$ cat src/rtl/rpfc_pkg.sv
// Package with the types, codes and constants of the rectangle pixel format converter.
package rpfc_pkg;

   // Largest frame size that the converter handles.
   localparam logic [12:0] MAX_WIDTH  = 13'd4096;
   localparam logic [12:0] MAX_HEIGHT = 13'd4096;

   // Fixed pixel values.
   localparam logic [31:0] PIXEL_UNKNOWN = 32'hffff00ff;
   localparam logic [7:0]  ALPHA_OPAQUE  = 8'hff;

   // Request commands.
   typedef enum logic [1:0] {
      CMD_RECT   = 2'd0,
      CMD_PIXEL  = 2'd1,
      CMD_CLEAR  = 2'd2,
      CMD_IGNORE = 2'd3
   } cmd_type;

   // Source pixel formats; codes above the last one are unknown formats.
   typedef enum logic [2:0] {
      FMT_X8R8G8B8 = 3'd0,
      FMT_R8G8B8X8 = 3'd1,
      FMT_B8G8R8X8 = 3'd2,
      FMT_R5G6B5   = 3'd3,
      FMT_X1R5G5B5 = 3'd4
   } fmt_type;

   // Register indexes of the control port.
   typedef enum logic [1:0] {
      REG_FRAME_WIDTH     = 2'd0,
      REG_FRAME_HEIGHT    = 2'd1,
      REG_SOURCE_FORMAT   = 2'd2,
      REG_SURFACE_PRESENT = 2'd3
   } reg_index_type;

   // Current configuration.
   typedef struct packed {
      logic [12:0] frame_width;
      logic [12:0] frame_height;
      logic [2:0]  source_format;
      logic        surface_present;
   } cfg_type;

   // Outcome of clipping a rectangle against the frame.
   typedef struct packed {
      logic        keep;
      logic [12:0] frame_w;
      logic [12:0] x;
      logic [12:0] y;
      logic [12:0] w;
      logic [12:0] h;
      logic [12:0] bottom;
   } clip_result_type;

endpackage

$ cat src/rtl/rpfc_csr.sv
// Configuration register file of the converter.
module rpfc_csr (
   input  logic             clock,
   input  logic             reset,
   input  logic             csr_valid,
   output logic             csr_ready,
   input  logic [1:0]       csr_index,
   input  logic [12:0]      csr_wdata,
   output rpfc_pkg::cfg_type cfg
);

   rpfc_pkg::cfg_type cfg_ff;
   rpfc_pkg::cfg_type cfg_in;

   // Writes are always taken.
   assign csr_ready = 1'b1;

   // Select the register that a write updates.
   always_comb begin
      cfg_in = cfg_ff;
      if (csr_valid) begin
         unique case (rpfc_pkg::reg_index_type'(csr_index))
            rpfc_pkg::REG_FRAME_WIDTH:     cfg_in.frame_width     = csr_wdata;
            rpfc_pkg::REG_FRAME_HEIGHT:    cfg_in.frame_height    = csr_wdata;
            rpfc_pkg::REG_SOURCE_FORMAT:   cfg_in.source_format   = csr_wdata[2:0];
            rpfc_pkg::REG_SURFACE_PRESENT: cfg_in.surface_present = csr_wdata[0];
         endcase
      end
   end

   // Register state; everything comes out of reset as zero.
   always_ff @(posedge clock) begin
      if (reset) begin
         cfg_ff <= '0;
      end else begin
         cfg_ff <= cfg_in;
      end
   end

   assign cfg = cfg_ff;

endmodule

$ cat src/rtl/rpfc_clip.sv
// Clips a requested rectangle against the frame and decides whether it is kept.
module rpfc_clip (
   input  rpfc_pkg::cfg_type         cfg,
   input  logic signed [13:0]        rect_x,
   input  logic signed [13:0]        rect_y,
   input  logic signed [13:0]        rect_w,
   input  logic signed [13:0]        rect_h,
   output rpfc_pkg::clip_result_type clip
);

   logic [12:0]        frame_w;
   logic [12:0]        frame_h;
   logic [12:0]        x_clamped;
   logic [12:0]        y_clamped;
   logic signed [15:0] x_ext;
   logic signed [15:0] y_ext;
   logic signed [15:0] w_ext;
   logic signed [15:0] h_ext;
   logic signed [15:0] fw_ext;
   logic signed [15:0] fh_ext;
   logic signed [15:0] w_cut;
   logic signed [15:0] h_cut;

   // Saturate the frame size to the largest supported frame.
   assign frame_w = (cfg.frame_width  > rpfc_pkg::MAX_WIDTH)  ? rpfc_pkg::MAX_WIDTH
                                                              : cfg.frame_width;
   assign frame_h = (cfg.frame_height > rpfc_pkg::MAX_HEIGHT) ? rpfc_pkg::MAX_HEIGHT
                                                              : cfg.frame_height;

   // A negative origin moves to zero while the size is kept.
   assign x_clamped = rect_x[13] ? 13'd0 : rect_x[12:0];
   assign y_clamped = rect_y[13] ? 13'd0 : rect_y[12:0];

   assign x_ext  = signed'({3'b000, x_clamped});
   assign y_ext  = signed'({3'b000, y_clamped});
   assign w_ext  = 16'(rect_w);
   assign h_ext  = 16'(rect_h);
   assign fw_ext = signed'({3'b000, frame_w});
   assign fh_ext = signed'({3'b000, frame_h});

   // Cut the size at the right and bottom frame edges.
   assign w_cut = (x_ext + w_ext > fw_ext) ? fw_ext - x_ext : w_ext;
   assign h_cut = (y_ext + h_ext > fh_ext) ? fh_ext - y_ext : h_ext;

   // Keep only a non-empty rectangle on an attached, non-empty frame.
   always_comb begin
      clip.keep    = cfg.surface_present && (frame_w != 13'd0) && (frame_h != 13'd0)
                     && (w_cut > 16'sd0) && (h_cut > 16'sd0);
      clip.frame_w = frame_w;
      clip.x       = x_clamped;
      clip.y       = y_clamped;
      clip.w       = w_cut[12:0];
      clip.h       = h_cut[12:0];
      clip.bottom  = y_clamped + h_cut[12:0];
   end

endmodule

$ cat src/rtl/rpfc_convert.sv
// Converts one source pixel word to 0xAARRGGBB.
module rpfc_convert (
   input  logic [2:0]  source_format,
   input  logic [31:0] src_pixel,
   output logic [31:0] pixel_out
);

   // Expand each known format with bit replication or byte moves; an unknown format gives PIXEL_UNKNOWN.
   always_comb begin
      unique case (source_format)
         rpfc_pkg::FMT_X8R8G8B8: begin
            pixel_out = src_pixel;
         end
         rpfc_pkg::FMT_R8G8B8X8: begin
            pixel_out = {8'h00, src_pixel[31:8]};
         end
         rpfc_pkg::FMT_B8G8R8X8: begin
            pixel_out = {rpfc_pkg::ALPHA_OPAQUE, src_pixel[15:8], src_pixel[23:16],
                         src_pixel[31:24]};
         end
         rpfc_pkg::FMT_R5G6B5: begin
            pixel_out = {rpfc_pkg::ALPHA_OPAQUE,
                         src_pixel[15:11], src_pixel[15:13],
                         src_pixel[10:5],  src_pixel[10:9],
                         src_pixel[4:0],   src_pixel[4:2]};
         end
         rpfc_pkg::FMT_X1R5G5B5: begin
            pixel_out = {rpfc_pkg::ALPHA_OPAQUE,
                         src_pixel[14:10], src_pixel[14:12],
                         src_pixel[9:5],   src_pixel[9:7],
                         src_pixel[4:0],   src_pixel[4:2]};
         end
         default: begin
            pixel_out = rpfc_pkg::PIXEL_UNKNOWN;
         end
      endcase
   end

endmodule

$ cat src/rtl/rect_pixel_format_converter_unit.sv
// Path: a request is held in the request register and then in the response register,
// which drives the response ports.
// Throughput: one request per cycle unless the response is stalled; the row index
// multiply and the clip adders sit between the request and response registers.
// Back pressure: the response register holds while rsp_stall is high, the request
// register fills behind it, and req_stall rises only when both are full.
// Reset (synchronous, active high) clears the valid flags, the open rectangle, the dirty
// span and the update counter; no clearing pass is needed.
module rect_pixel_format_converter_unit (
   input  logic               clock,
   input  logic               reset,
   // Request channel.
   input  logic               req_valid,
   output logic               req_stall,
   input  logic [1:0]         req_cmd,
   input  logic signed [13:0] req_rect_x,
   input  logic signed [13:0] req_rect_y,
   input  logic signed [13:0] req_rect_w,
   input  logic signed [13:0] req_rect_h,
   input  logic [31:0]        req_src_pixel,
   // Response channel.
   output logic               rsp_valid,
   input  logic               rsp_stall,
   output logic               rsp_accepted,
   output logic [23:0]        rsp_dest_index,
   output logic [31:0]        rsp_pixel_out,
   output logic [12:0]        rsp_clip_x,
   output logic [12:0]        rsp_clip_y,
   output logic [12:0]        rsp_clip_w,
   output logic [12:0]        rsp_clip_h,
   output logic               rsp_rect_done,
   output logic               rsp_dirty_flag,
   output logic [12:0]        rsp_dirty_top,
   output logic [12:0]        rsp_dirty_bottom,
   output logic [31:0]        rsp_update_count,
   // Control register port.
   input  logic               csr_valid,
   output logic               csr_ready,
   input  logic [1:0]         csr_index,
   input  logic [12:0]        csr_wdata
);

   rpfc_pkg::cfg_type         cfg;
   rpfc_pkg::clip_result_type clip;

   // Request register.
   logic               req_valid_ff;
   logic [1:0]         req_cmd_ff;
   logic signed [13:0] req_rect_x_ff;
   logic signed [13:0] req_rect_y_ff;
   logic signed [13:0] req_rect_w_ff;
   logic signed [13:0] req_rect_h_ff;
   logic [31:0]        req_src_pixel_ff;

   // Rectangle walk and dirty tracking state.
   logic        rect_open_ff, rect_open_in;
   logic [12:0] cur_row_ff, cur_row_in;
   logic [12:0] cur_col_ff, cur_col_in;
   logic [12:0] box_x_ff, box_x_in;
   logic [12:0] box_y_ff, box_y_in;
   logic [12:0] box_w_ff, box_w_in;
   logic [12:0] box_h_ff, box_h_in;
   logic        dirty_mark_ff, dirty_mark_in;
   logic [12:0] dirty_lo_ff, dirty_lo_in;
   logic [12:0] dirty_hi_ff, dirty_hi_in;
   logic [31:0] update_counter_ff, update_counter_in;

   // Response register.
   logic        rsp_valid_ff;
   logic        rsp_accepted_ff, rsp_accepted_in;
   logic [23:0] rsp_dest_index_ff, rsp_dest_index_in;
   logic [31:0] rsp_pixel_out_ff, rsp_pixel_out_in;
   logic [12:0] rsp_clip_x_ff, rsp_clip_x_in;
   logic [12:0] rsp_clip_y_ff, rsp_clip_y_in;
   logic [12:0] rsp_clip_w_ff, rsp_clip_w_in;
   logic [12:0] rsp_clip_h_ff, rsp_clip_h_in;
   logic        rsp_rect_done_ff, rsp_rect_done_in;

   logic        out_free;
   logic        advance;
   logic [31:0] converted;
   logic [25:0] row_base;
   logic [23:0] pixel_index;
   logic [13:0] col_next;
   logic [13:0] col_end;
   logic [13:0] row_next;
   logic [13:0] row_end;

   rpfc_csr u_csr (
      .clock     (clock),
      .reset     (reset),
      .csr_valid (csr_valid),
      .csr_ready (csr_ready),
      .csr_index (csr_index),
      .csr_wdata (csr_wdata),
      .cfg       (cfg)
   );

   rpfc_clip u_clip (
      .cfg    (cfg),
      .rect_x (req_rect_x_ff),
      .rect_y (req_rect_y_ff),
      .rect_w (req_rect_w_ff),
      .rect_h (req_rect_h_ff),
      .clip   (clip)
   );

   rpfc_convert u_convert (
      .source_format (cfg.source_format),
      .src_pixel     (req_src_pixel_ff),
      .pixel_out     (converted)
   );

   // Handshake: the response register frees when empty or taken, the request
   // register moves whenever the response register is free.
   assign out_free  = !rsp_valid_ff || !rsp_stall;
   assign advance   = req_valid_ff && out_free;
   assign req_stall = req_valid_ff && !out_free;

   // Destination index of the current pixel and the next walk position.
   assign row_base    = cur_row_ff * clip.frame_w;
   assign pixel_index = row_base[23:0] + {11'd0, cur_col_ff};
   assign col_next    = {1'b0, cur_col_ff} + 14'd1;
   assign col_end     = {1'b0, box_x_ff} + {1'b0, box_w_ff};
   assign row_next    = {1'b0, cur_row_ff} + 14'd1;
   assign row_end     = {1'b0, box_y_ff} + {1'b0, box_h_ff};

   // Execute the request held in the request register.
   always_comb begin
      rect_open_in      = rect_open_ff;
      cur_row_in        = cur_row_ff;
      cur_col_in        = cur_col_ff;
      box_x_in          = box_x_ff;
      box_y_in          = box_y_ff;
      box_w_in          = box_w_ff;
      box_h_in          = box_h_ff;
      dirty_mark_in     = dirty_mark_ff;
      dirty_lo_in       = dirty_lo_ff;
      dirty_hi_in       = dirty_hi_ff;
      update_counter_in = update_counter_ff;
      rsp_accepted_in   = 1'b0;
      rsp_dest_index_in = 24'd0;
      rsp_pixel_out_in  = 32'd0;
      rsp_clip_x_in     = 13'd0;
      rsp_clip_y_in     = 13'd0;
      rsp_clip_w_in     = 13'd0;
      rsp_clip_h_in     = 13'd0;
      rsp_rect_done_in  = 1'b0;
      if (advance) begin
         unique case (rpfc_pkg::cmd_type'(req_cmd_ff))
            rpfc_pkg::CMD_RECT: begin
               // A new rectangle always closes the old one; a kept one opens.
               rect_open_in = 1'b0;
               if (clip.keep) begin
                  rect_open_in      = 1'b1;
                  box_x_in          = clip.x;
                  box_y_in          = clip.y;
                  box_w_in          = clip.w;
                  box_h_in          = clip.h;
                  cur_col_in        = clip.x;
                  cur_row_in        = clip.y;
                  dirty_mark_in     = 1'b1;
                  update_counter_in = update_counter_ff + 32'd1;
                  if (!dirty_mark_ff) begin
                     dirty_lo_in = clip.y;
                     dirty_hi_in = clip.bottom;
                  end else begin
                     if (clip.y < dirty_lo_ff) begin
                        dirty_lo_in = clip.y;
                     end
                     if (clip.bottom > dirty_hi_ff) begin
                        dirty_hi_in = clip.bottom;
                     end
                  end
                  rsp_accepted_in = 1'b1;
                  rsp_clip_x_in   = clip.x;
                  rsp_clip_y_in   = clip.y;
                  rsp_clip_w_in   = clip.w;
                  rsp_clip_h_in   = clip.h;
               end
            end
            rpfc_pkg::CMD_PIXEL: begin
               // While a rectangle is open, convert and place one pixel, then step in row-major order.
               if (rect_open_ff) begin
                  rsp_accepted_in   = 1'b1;
                  rsp_dest_index_in = pixel_index;
                  rsp_pixel_out_in  = converted;
                  rsp_clip_x_in     = box_x_ff;
                  rsp_clip_y_in     = box_y_ff;
                  rsp_clip_w_in     = box_w_ff;
                  rsp_clip_h_in     = box_h_ff;
                  if (col_next >= col_end) begin
                     cur_col_in = box_x_ff;
                     cur_row_in = row_next[12:0];
                     if (row_next >= row_end) begin
                        rsp_rect_done_in = 1'b1;
                        rect_open_in     = 1'b0;
                     end
                  end else begin
                     cur_col_in = col_next[12:0];
                  end
               end
            end
            rpfc_pkg::CMD_CLEAR: begin
               // Empty the dirty span and the counter; an open rectangle stays.
               dirty_mark_in     = 1'b0;
               dirty_lo_in       = 13'd0;
               dirty_hi_in       = 13'd0;
               update_counter_in = 32'd0;
            end
            rpfc_pkg::CMD_IGNORE: begin
               // No state change; the response carries only the dirty state.
               rect_open_in = rect_open_ff;
            end
         endcase
      end
   end

   // Request register: loads whenever it is not stalled.
   always_ff @(posedge clock) begin
      if (reset) begin
         req_valid_ff <= 1'b0;
      end else if (!req_stall) begin
         req_valid_ff <= req_valid;
      end
   end

   always_ff @(posedge clock) begin
      if (!req_stall && req_valid) begin
         req_cmd_ff       <= req_cmd;
         req_rect_x_ff    <= req_rect_x;
         req_rect_y_ff    <= req_rect_y;
         req_rect_w_ff    <= req_rect_w;
         req_rect_h_ff    <= req_rect_h;
         req_src_pixel_ff <= req_src_pixel;
      end
   end

   // Walk and dirty state.
   always_ff @(posedge clock) begin
      if (reset) begin
         rect_open_ff      <= 1'b0;
         cur_row_ff        <= 13'd0;
         cur_col_ff        <= 13'd0;
         box_x_ff          <= 13'd0;
         box_y_ff          <= 13'd0;
         box_w_ff          <= 13'd0;
         box_h_ff          <= 13'd0;
         dirty_mark_ff     <= 1'b0;
         dirty_lo_ff       <= 13'd0;
         dirty_hi_ff       <= 13'd0;
         update_counter_ff <= 32'd0;
      end else begin
         rect_open_ff      <= rect_open_in;
         cur_row_ff        <= cur_row_in;
         cur_col_ff        <= cur_col_in;
         box_x_ff          <= box_x_in;
         box_y_ff          <= box_y_in;
         box_w_ff          <= box_w_in;
         box_h_ff          <= box_h_in;
         dirty_mark_ff     <= dirty_mark_in;
         dirty_lo_ff       <= dirty_lo_in;
         dirty_hi_ff       <= dirty_hi_in;
         update_counter_ff <= update_counter_in;
      end
   end

   // Response register: dirty fields show the state after the request.
   always_ff @(posedge clock) begin
      if (reset) begin
         rsp_valid_ff <= 1'b0;
      end else if (out_free) begin
         rsp_valid_ff <= req_valid_ff;
      end
   end

   always_ff @(posedge clock) begin
      if (advance) begin
         rsp_accepted_ff   <= rsp_accepted_in;
         rsp_dest_index_ff <= rsp_dest_index_in;
         rsp_pixel_out_ff  <= rsp_pixel_out_in;
         rsp_clip_x_ff     <= rsp_clip_x_in;
         rsp_clip_y_ff     <= rsp_clip_y_in;
         rsp_clip_w_ff     <= rsp_clip_w_in;
         rsp_clip_h_ff     <= rsp_clip_h_in;
         rsp_rect_done_ff  <= rsp_rect_done_in;
      end
   end

   assign rsp_valid        = rsp_valid_ff;
   assign rsp_accepted     = rsp_accepted_ff;
   assign rsp_dest_index   = rsp_dest_index_ff;
   assign rsp_pixel_out    = rsp_pixel_out_ff;
   assign rsp_clip_x       = rsp_clip_x_ff;
   assign rsp_clip_y       = rsp_clip_y_ff;
   assign rsp_clip_w       = rsp_clip_w_ff;
   assign rsp_clip_h       = rsp_clip_h_ff;
   assign rsp_rect_done    = rsp_rect_done_ff;
   assign rsp_dirty_flag   = dirty_mark_ff;
   assign rsp_dirty_top    = dirty_lo_ff;
   assign rsp_dirty_bottom = dirty_hi_ff;
   assign rsp_update_count = update_counter_ff;

endmodule

$ cat config.mk
export PLATFORM = sky130hd
export DESIGN_NAME = rect_pixel_format_converter_unit
export DESIGN_NICKNAME = d
export VERILOG_FILES = /design/src/rtl/rpfc_pkg.sv /design/src/rtl/rpfc_csr.sv /design/src/rtl/rpfc_clip.sv /design/src/rtl/rpfc_convert.sv /design/src/rtl/rect_pixel_format_converter_unit.sv
export SDC_FILE = /design/constraint.sdc
export NUM_CORES = 1
export LEC_CHECK = 0
export BUFFER_PORTS_ARGS = -buffer_cell sky130_fd_sc_hd__buf_2
export CORE_ASPECT_RATIO = 0.8
export CORE_MARGIN = 1
export CORE_UTILIZATION = 24
export DETAILED_ROUTE_END_ITERATION = 10
export GPL_TIMING_DRIVEN = 0
export PLACE_DENSITY = 0.38
export SLEW_MARGIN = 20
export SYNTH_ARGS = -nofsm -noshare
export SYNTH_HDL_FRONTEND = slang
export SYNTH_SLANG_ARGS = --single-unit
$ cat constraint.sdc
create_clock -name clock -period 8.27 [get_ports clock]
set_input_delay 0.4135 -clock clock [delete_from_list [all_inputs] [get_ports clock]]
set_output_delay 0.4135 -clock clock [all_outputs]
set_load 0.01 [all_outputs]
==> results by group <==
Power
  – Pwr dens: 160 nW/um^2
  – VDD IR max: between 0.15 and 0.2 mV
  – Pint: around 3.9 mW
  – Combinational fraction of design power: 0.201
  – Total net switching power: around 1.6 mW
  – Register share of total power: 0.365
  – Switch share: 0.294
  – Clock Power Share: 0.433
  – Static leakage: about 15 nW

Die
  – Starting utilization of the core area: 0.244
  – I/O pin count: roughly 280
  – Die Y: 305 um
  – Die area: around 120000 sq um
  – Core area: 113000 sq um
  – # rows: 110
  – Die width: ~380 um

Timing
  – Slew @ Worst Pin: around 1.1 ns
  – Fmax: approximately 120 MHz
  – Final Cycle Share: 1.00
  – RSZ-0062 raised after global routing: yes
  – Slew HR: 0.287
  – Clock period minus worst slack: just over 8 ns
  – Setup slack after layout: 0.00361 ns
  – Final Slew Violations: 0
  – Worst hold margin: 0.0589 ns
  – Layout Skew: between 0.02 and 0.03 ns
  – Setup tns final: 0 ns
  – Final hold violation count: 0
  – Final setup fails: 0

Route
  – DRT Wirelength: about 110000 um
  – DRC marker count from the first detailed-route iteration: 1531
  – Routed Antenna Nets: 0
  – Total number of vias: 24.0k
  – First-pass DRT Iterations: 5
  – Wire per inst: approximately 22 um
  – DR DRC count: 0
  – Via density per instance: 4.72

Logic synthesis
  – Cells after Synth: between 3k and 4k
  – Synth Cell Area: 27600 sq um
  – Number of synthesis warnings: 0
  – Most used DFF post-synth: edfxtp_1
  – Distinct cells, synth: slightly below 90
  – Number of synthesized flops with an enable pin: 200
  – Synth top area share: 0.218
  – Syn Area/Cell: 9.02 sq um
  – Ranking of synthesized cells by area: edfxtp_1, dfxtp_1, ha_1, fa_1, nand2_1
  – Seq/Total Area, Yosys: 0.341
  – Dominant cell type by area after synthesis: edfxtp_1
  – Share of flip-flops with an asynchronous set or reset: 0
  – #FFs+latches synth: 370
  – Syn nets: roughly 3.5k

CTS
  – Max Root-Sink Buffers: 3
  – Clk sinks: between 300 and 400
  – Cts bufs inserted: 46
  – TritonCTS clock tree: done
  – # H-tree levels: 2
  – Skew-Pair Late Insertion Delay: 0.63 ns
  – Root Driver: clkbuf_16
  – Reg clk slew, reported paths: roughly 0.06 ns

Cells and area
  – Final layout net count: 4025
  – Multi-input logic area: 17200 sq um
  – Storage cell area: about 9400 sq um
  – Most common cell after layout, fill and taps aside: nand2_1
  – Most frequent cells in the layout: nand2_1, buf_2, inv_1
  – End-of-flow core utilization: 0.307
  – Share of cells above drive strength 1: 0.160
  – # fillers: roughly 12k
  – Post-Layout Cell Count: roughly 5.1k
  – P&R area growth vs syn: 25.9%

Placed design
  – Pre-CTS setup slack: -2.47 ns
  – GP Congestion: between 0.8 and 0.9
  – IO Port Bufs: about 280
  – Detailed placement HPWL: 85700 um
  – Cell count after placement: roughly 5k

GRT
  – Gr usage total: 0.185
  – Initial antenna violation count: 5
  – First-pass GRT wire length: between 150000 and 200000 um
  – Pin count of the biggest net entering global routing: 68
  – Vias in the first global route: approximately 24k
  – Grt ovf: 0

Flow run
  – Max Cap Viol: 0

Worst setup path
  – Data arrival, critical path: around 8.8 ns
  – Worst Path Required: between 8 and 9 ns
  – Crit-path max FO: 6
  – Critical Path Start Type: flop
  – Crit Path Category: reg2reg
  – CP peak stage delay: 0.54 ns
  – CP endpoint kind: flop
  – Slowest stage cell, crit path: inv_1

Outcome
  – Status: complete, no violations

Min path
  – Hold Crit Class: in2reg
worst paths after layout:
path | startpoint | endpoint | slack, ns | depth (start not counted)
min reg2reg | u_csr.cfg[19] | u_csr.cfg[19] | 0.47 | 2
min | csr_wdata[8] | u_csr.cfg[12] | 0.06 | 3
max reg2reg | req_rect_y_ff[13] | rsp_dirty_bottom[4] | 0.004 | 36
max | req_rect_y_ff[13] | rsp_dirty_bottom[4] | 0.004 | 36
state kept, by name, summed over array words and instances, names as in the netlist, 14 cells and up:
name	cells
req_src_pixel_ff	32
rsp_dest_index	24
req_rect_h_ff	14
rsp_update_count	32
req_rect_x_ff	14
req_rect_w_ff	14
u_csr.cfg	30
rsp_pixel_out	32
req_rect_y_ff	14
final cells by class:
| type | count | share of cell area |
|---|---|---|
| sequential | 370 | 0.271 |
| antenna | 1 | 0.0000720 |
| buffer | 140 | 0.0174 |
| tap | 1512 | 0.0545 |
| inverter | 277 | 0.0311 |
| clock inverter | 37 | 0.0168 |
| multi-input combinational | 2271 | 0.494 |
| timing repair buffer | 429 | 0.0822 |
| clock buffer | 48 | 0.0333 |
power groups by stage:
stage	Clock [mW]	Combinational, mW	Sequential (mW)
3_3_place_gp	0	0.900	2.08
4_1_cts	2.50	0.996	2.03
5_1_grt	2.55	1.22	2.03
6_report	2.41	1.12	2.03
2_1_floorplan	0	0.577	2.06
3_5_place_dp	0	0.904	2.07
layer usage:
metal / up-vias / part of all wire / global-route usage
li1: 11600 / - / -
met1: 11600 / 0.50 / 0.272
met2: 646 / 0.42 / 0.279
met3: 108 / 0.058 / 0.0327
met4: 0 / 0.023 / 0.0443
met5: - / 0 / 0
logic make-up after synthesis:
logic type,count (synthesis),synth area share
XOR/XNOR,113,0.0359
AO/OA/AOI/OAI,675,0.156
multiplexers,61,0.0231
other,1,0.000136
AND/OR/NAND/NOR,1038,0.176
buffers and inverters,417,0.0577
flip-flops,370,0.341
adder cells (fa/ha/maj),383,0.210
Yosys cell counts (35+ instances only):
cell	number
edfxtp_1	200
xnor2_1	78
a21oi_1	223
nor2_1	231
nand2_1	399
nor3_1	50
clkbuf_1	109
o21ai_0	146
mux2i_1	48
nand3_1	62
and2_1	51
a21o_1	41
nor2b_1	60
a211oi_1	44
dfxtp_1	170
xor2_1	35
ha_1	247
nand2b_1	45
fa_1	133
inv_1	271
or3_1	36
critical path, delay by kind of cell (launching register included):
family | cells | cell delay (ns)
buf+inv | 7 | 1.41
xor+xnor | 2 | 0.34
flops | 1 | 0.43
compound gates | 12 | 2.66
simple gates | 10 | 1.67
fa+ha+maj | 4 | 1.32
mux | 1 | 0.32
repair_timing:
item | 4_1_cts | 5_1_grt
hold endpoints to repair | 91 | 0
setup buffers | 18 | 34
hold buffers | 91 | 0
cloned | 0 | 1
resized for setup | 76 | 86
endpoints found under the setup margin | 14 | 17
pin swaps | 15 | 50
through the flow:
stage | total power, mW | cell area (sq um)
2_1_floorplan | 2.64 | 27600
3_3_place_gp | 2.98 | 30900
3_5_place_dp | 2.97 | 31000
4_1_cts | 5.52 | 34100
5_1_grt | 5.81 | 34700
6_report | 5.55 | 34700
(Power assumes the default switching activity.)
